**config.mk**
```make
export PLATFORM = sky130hd
export DESIGN_NAME = pafs_ram
export DESIGN_NICKNAME = d
export VERILOG_FILES = /design/src/rtl/pafs_ram.sv
export SDC_FILE = /design/constraint.sdc
export NUM_CORES = 1
export LEC_CHECK = 0
export BUFFER_PORTS_ARGS = -buffer_cell sky130_fd_sc_hd__buf_4
export CAP_MARGIN = 25
export CORE_ASPECT_RATIO = 1.75
export CORE_MARGIN = 2
export CORE_UTILIZATION = 33
export DETAILED_ROUTE_END_ITERATION = 7
export PLACE_DENSITY = 0.46
export SYNTH_ARGS = -nofsm -noshare
export SYNTH_HDL_FRONTEND = slang
export SYNTH_SLANG_ARGS = --single-unit
export TNS_END_PERCENT = 5
```
**constraint.sdc**
```tcl
create_clock -name clk -period 4.4 [get_ports clk]
set_input_delay 0.22 -clock clk [delete_from_list [all_inputs] [get_ports clk]]
set_output_delay 0.22 -clock clk [all_outputs]
set_load 0.02 [all_outputs]
```
**src/rtl/pafs_ram.sv**
```systemverilog
// Generic simple dual-port RAM: one write port, one read port with registered data.
// No dependencies.

module pafs_ram #(
    parameter int WIDTH = 8,
    parameter int DEPTH = 16
) (
    input  logic                     clk,
    input  logic                     we,
    input  logic [$clog2(DEPTH)-1:0] waddr,
    input  logic [WIDTH-1:0]         wdata,
    input  logic                     re,
    input  logic [$clog2(DEPTH)-1:0] raddr,
    output logic [WIDTH-1:0]         rdata
);

    logic [WIDTH-1:0] mem [DEPTH];
    logic [WIDTH-1:0] rdata_reg;

    // Write and registered read
    always_ff @(posedge clk)
    begin
        if (we)
        begin
            mem[waddr] <= wdata;
        end
        if (re)
        begin
            rdata_reg <= mem[raddr];
        end
    end

    assign rdata = rdata_reg;

endmodule

```
Word-level counts from Yosys, hierarchy flattened:

Memories as Yosys holds them, arrays and structs flattened. A register that Yosys moved wholly into a read port is not among the register bits.
Cells that the tools add are included.

* bits in writable memories: 128
* latch bits: 0
* register bits: 0
* memory bits (read-only): 0
* memories kept: 1

* $mul: 0
* reduce and logical (&&, ||, !) cells: 0
* div/mod/pow operators: 0
* $add $sub $neg: 0
* order comparisons: 0
* bitwise gates (word level): 0
* shifts and indexed selects: 0
* multiplexer cells: 2
* eq/ne operators: 0

Memory list
* mem: words 16, bits a word 8, read ports 1, clocked after memory_dff 1, write ports 1, RTL line 17 `logic [WIDTH-1:0] mem [DEPTH];`

Operator list (count)
* $mux 1: 2

Logic depth before layout (Yosys ltp):

* depth after elaboration: 2
* depth in mapped cells: 5
* gate-level depth less buffers: 3

Worst setup path before layout:

Ideal clock, no wire load.

* path kind: input to register
* from: input port waddr[2]
* to: memory mem[0][0] (enable)
* stages on the path: 2
* path slack: 2.687 ns
* library setup time: 0.383 ns
* arrival time: 1.330 ns
* path buffers: 0
* cells stage by stage: or3b_2 > nor3_1

RTL lines
* start: declaration: RTL line 10 `input logic [$clog2(DEPTH)-1:0] waddr,`
* end: declaration: RTL line 17

No word-level cell before the write port.

==> results.md <==
- Setup tns final: 0 ns
- # setup viols final: 0
- Syn_area_per_cell: ~23 um2
- Post-synth cell types: 18
- Vias per inst: approximately 5.1
- Max IR drop VDD: around 0.27 mV
- Total track usage: 0.136
- Critical Path Source: raddr[0]
- H-tree levels: 4
- DP HPWL: approximately 6.9 mm
- Gate Count Post-Synth: between 200 and 250
- Worst R2R Start: mem[5][1]
- Largest net degree at the start of global routing: 33
- Largest area contributor in the netlist: edfxtp_1
- Top-count cell post-synth: edfxtp_1
- Worst setup path endpoint: rdata[1]
- Via count: between 2000 and 2500
- Status: complete, no violations
- Port Buf Inserts: 26
- Worst EP required: approximately 4.6 ns
- Static Leak: roughly 2.1 nW
- CP Class: primary input to flip-flop
- Highest metal layer with signal wires: met4
- Total die area: about 17000 um2
- Clk_skew: between 0.005 and 0.006 ns
- Share of cells above drive strength 1: 0.283
- Clk root buf: clkbuf_16
- Max FFs per register: between 100 and 150
- F_max: roughly 630 MHz
- CTS-repair resized insts: 0
- Crit path time final: about 1.6 ns
- R2R cell count: 3
- FFs w/ async S/R, synth: 0
- R2R Setup Slk: about 2.9 ns
- Placer congestion estimate: 0.703
- Metal3 WL: 277 um
- Starting DRT DRC Count: 204
- RSZ-0062 raised after global routing: false
- Antenna violations before repair: 0
- First-pass GRT wire length: 16.0 mm
- Critical path arrival: between 1.5 and 2 ns
- CTS Buf Count: 17
- Min-delay src: re
- Skew-Pair Late Insertion Delay: approximately 0.41 ns
- Avg WL per Cell: between 20 and 25 um
- Fillcell total: ~1400
- Post-CTS Repair Setup Buffers: 0
- DIE HEIGHT: around 170 um
- #FFs+latches synth: around 140
- Final period util: 0.360
- Routed WL: 10.7 mm
- Hold_buf cts: 0
- CTS Buffer Depth: 2
- M1 WL: 4.35 mm
- Final Util: 0.403
- Synth top area cells: edfxtp_1, mux4_2, mux4_1, a22oi_1, nor2_1
- Fin. max-slew vios: 0
- Setup crit end kind: flip-flop
- Post-synth top flop: edfxtp_1
- CTS tree: yes
- Pre-antenna DRT Iters: 6
- Fin. Hold Viols: 0
- Grt ovf: 0
- Die Wd: 99.1 um
- Critical Path Fanout Max: 32
- Max-cap violations: 0
- Nets: 286
- Area share of the largest cell type after synthesis: 0.781
- Slew @ Worst Pin: a little under 1 ns
- Clock sinks: roughly 140
- Row Count: 60
- Met2 WL post-DR: between 5 and 6 mm
- Seq. cell area: between 4000 and 5000 um2
- Crit path launch type: primary input
- Multi-input gate area: 1070 um2
- Commonest cells post-synth: edfxtp_1, mux4_2, a22oi_1
- Yosys warns: 0
- Slew margin rel.: 0.347
- Vias in the first global route: 2553
- Cell Pwr Density: between 500 and 600 nW/um2
- DRT antenna net count: 0
- Clock-pin transition on the worst setup and hold timing paths: 0.06 ns
- Reg2Reg Capture Point: rdata[1]
- I/O pins: 27
- EDFF count, synth: 136
- Netlist Area Pre-Place: around 5200 um2
- Initial Util: 0.338
- Ant. Diodes: 0
- Core Box Area: ~15000 um2
- DR DRC count: 0
- Area grow syn2layout: 19.2%
- Syn Nets: ~250
- Min-Delay Path Class: primary input to flip-flop
- Sequential-to-total area share from yosys stat: 0.781
[cells by family after synthesis]
family | count (synthesis) | share of synthesized area
AO/OA/AOI/OAI | 16 | 0.0230
buffers and inverters | 10 | 0.0165
multiplexers | 32 | 0.148
AND/OR/NAND/NOR | 35 | 0.0314
flip-flops | 136 | 0.781
[per-layer routing]
| metal | global-route usage | vias to the layer above |
|---|---|---|
| li1 | - | 1056 |
| met1 | 0.160 | 1265 |
| met2 | 0.233 | 53 |
| met3 | 0.0335 | 18 |
| met4 | 0.0649 | 0 |
| met5 | 0 | - |
[through the flow]
step | std cells | hold slack (ns) | cell area [um2] | worst slack, ns | power [mW]
after floorplan | 229 | 0.319 | 5230 | 2.69 | 1.57
after global placement | 433 | 0.517 | 5590 | 2.33 | 1.64
after detailed placement | 433 | 0.523 | 5590 | 2.16 | 1.64
after CTS | 464 | 0.0912 | 6220 | 2.57 | 3.15
after global routing | 465 | 0.0899 | 6230 | 2.72 | 3.22
final | 465 | 0.0951 | 6230 | 2.82 | 3.12
[cell usage in the layout, fill, tap and decap left out, types with 2 or more instances in the layout]
master	n
a22oi_1	16
buf_4	29
bufinv_16	5
clkbuf_16	17
clkinv_1	2
clkinv_2	3
clkinvlp_4	2
edfxtp_1	136
mux4_1	14
mux4_2	18
nand2_1	9
nand2b_1	2
nand3b_1	2
nor2_1	13
nor3_1	2
nor3_2	2
[power breakdown]
group / internal, mW / switching, mW
sequential: 1.46 / 0.00639
combinational: 0.0589 / 0.0841
clock: 0.996 / 0.519
[layout make-up]
type,instances,share of cell area
clock buffer,17,0.0683
clock inverter,14,0.0329
sequential,136,0.655
multi-input combinational,83,0.171
timing repair buffer,29,0.0349
tap,186,0.0373
[worst min path at each step]
stage | depth (start not counted) | slack (ns) | end
2_1_floorplan | 0 | 0.32 | mem[0][0]
3_3_place_gp | 1 | 0.52 | rdata[4]
3_5_place_dp | 1 | 0.52 | rdata[4]
4_1_cts | 1 | 0.09 | rdata[0]
5_1_grt | 1 | 0.09 | rdata[0]
6_report | 1 | 0.1 | rdata[3]
[worst max-delay path: stages]
cell and delay (ns):
buf_4 0.49, mux4_1 0.70, a22oi_1 0.23, nand2_1 0.08
Note: power is estimated with default switching activity, not from simulation.
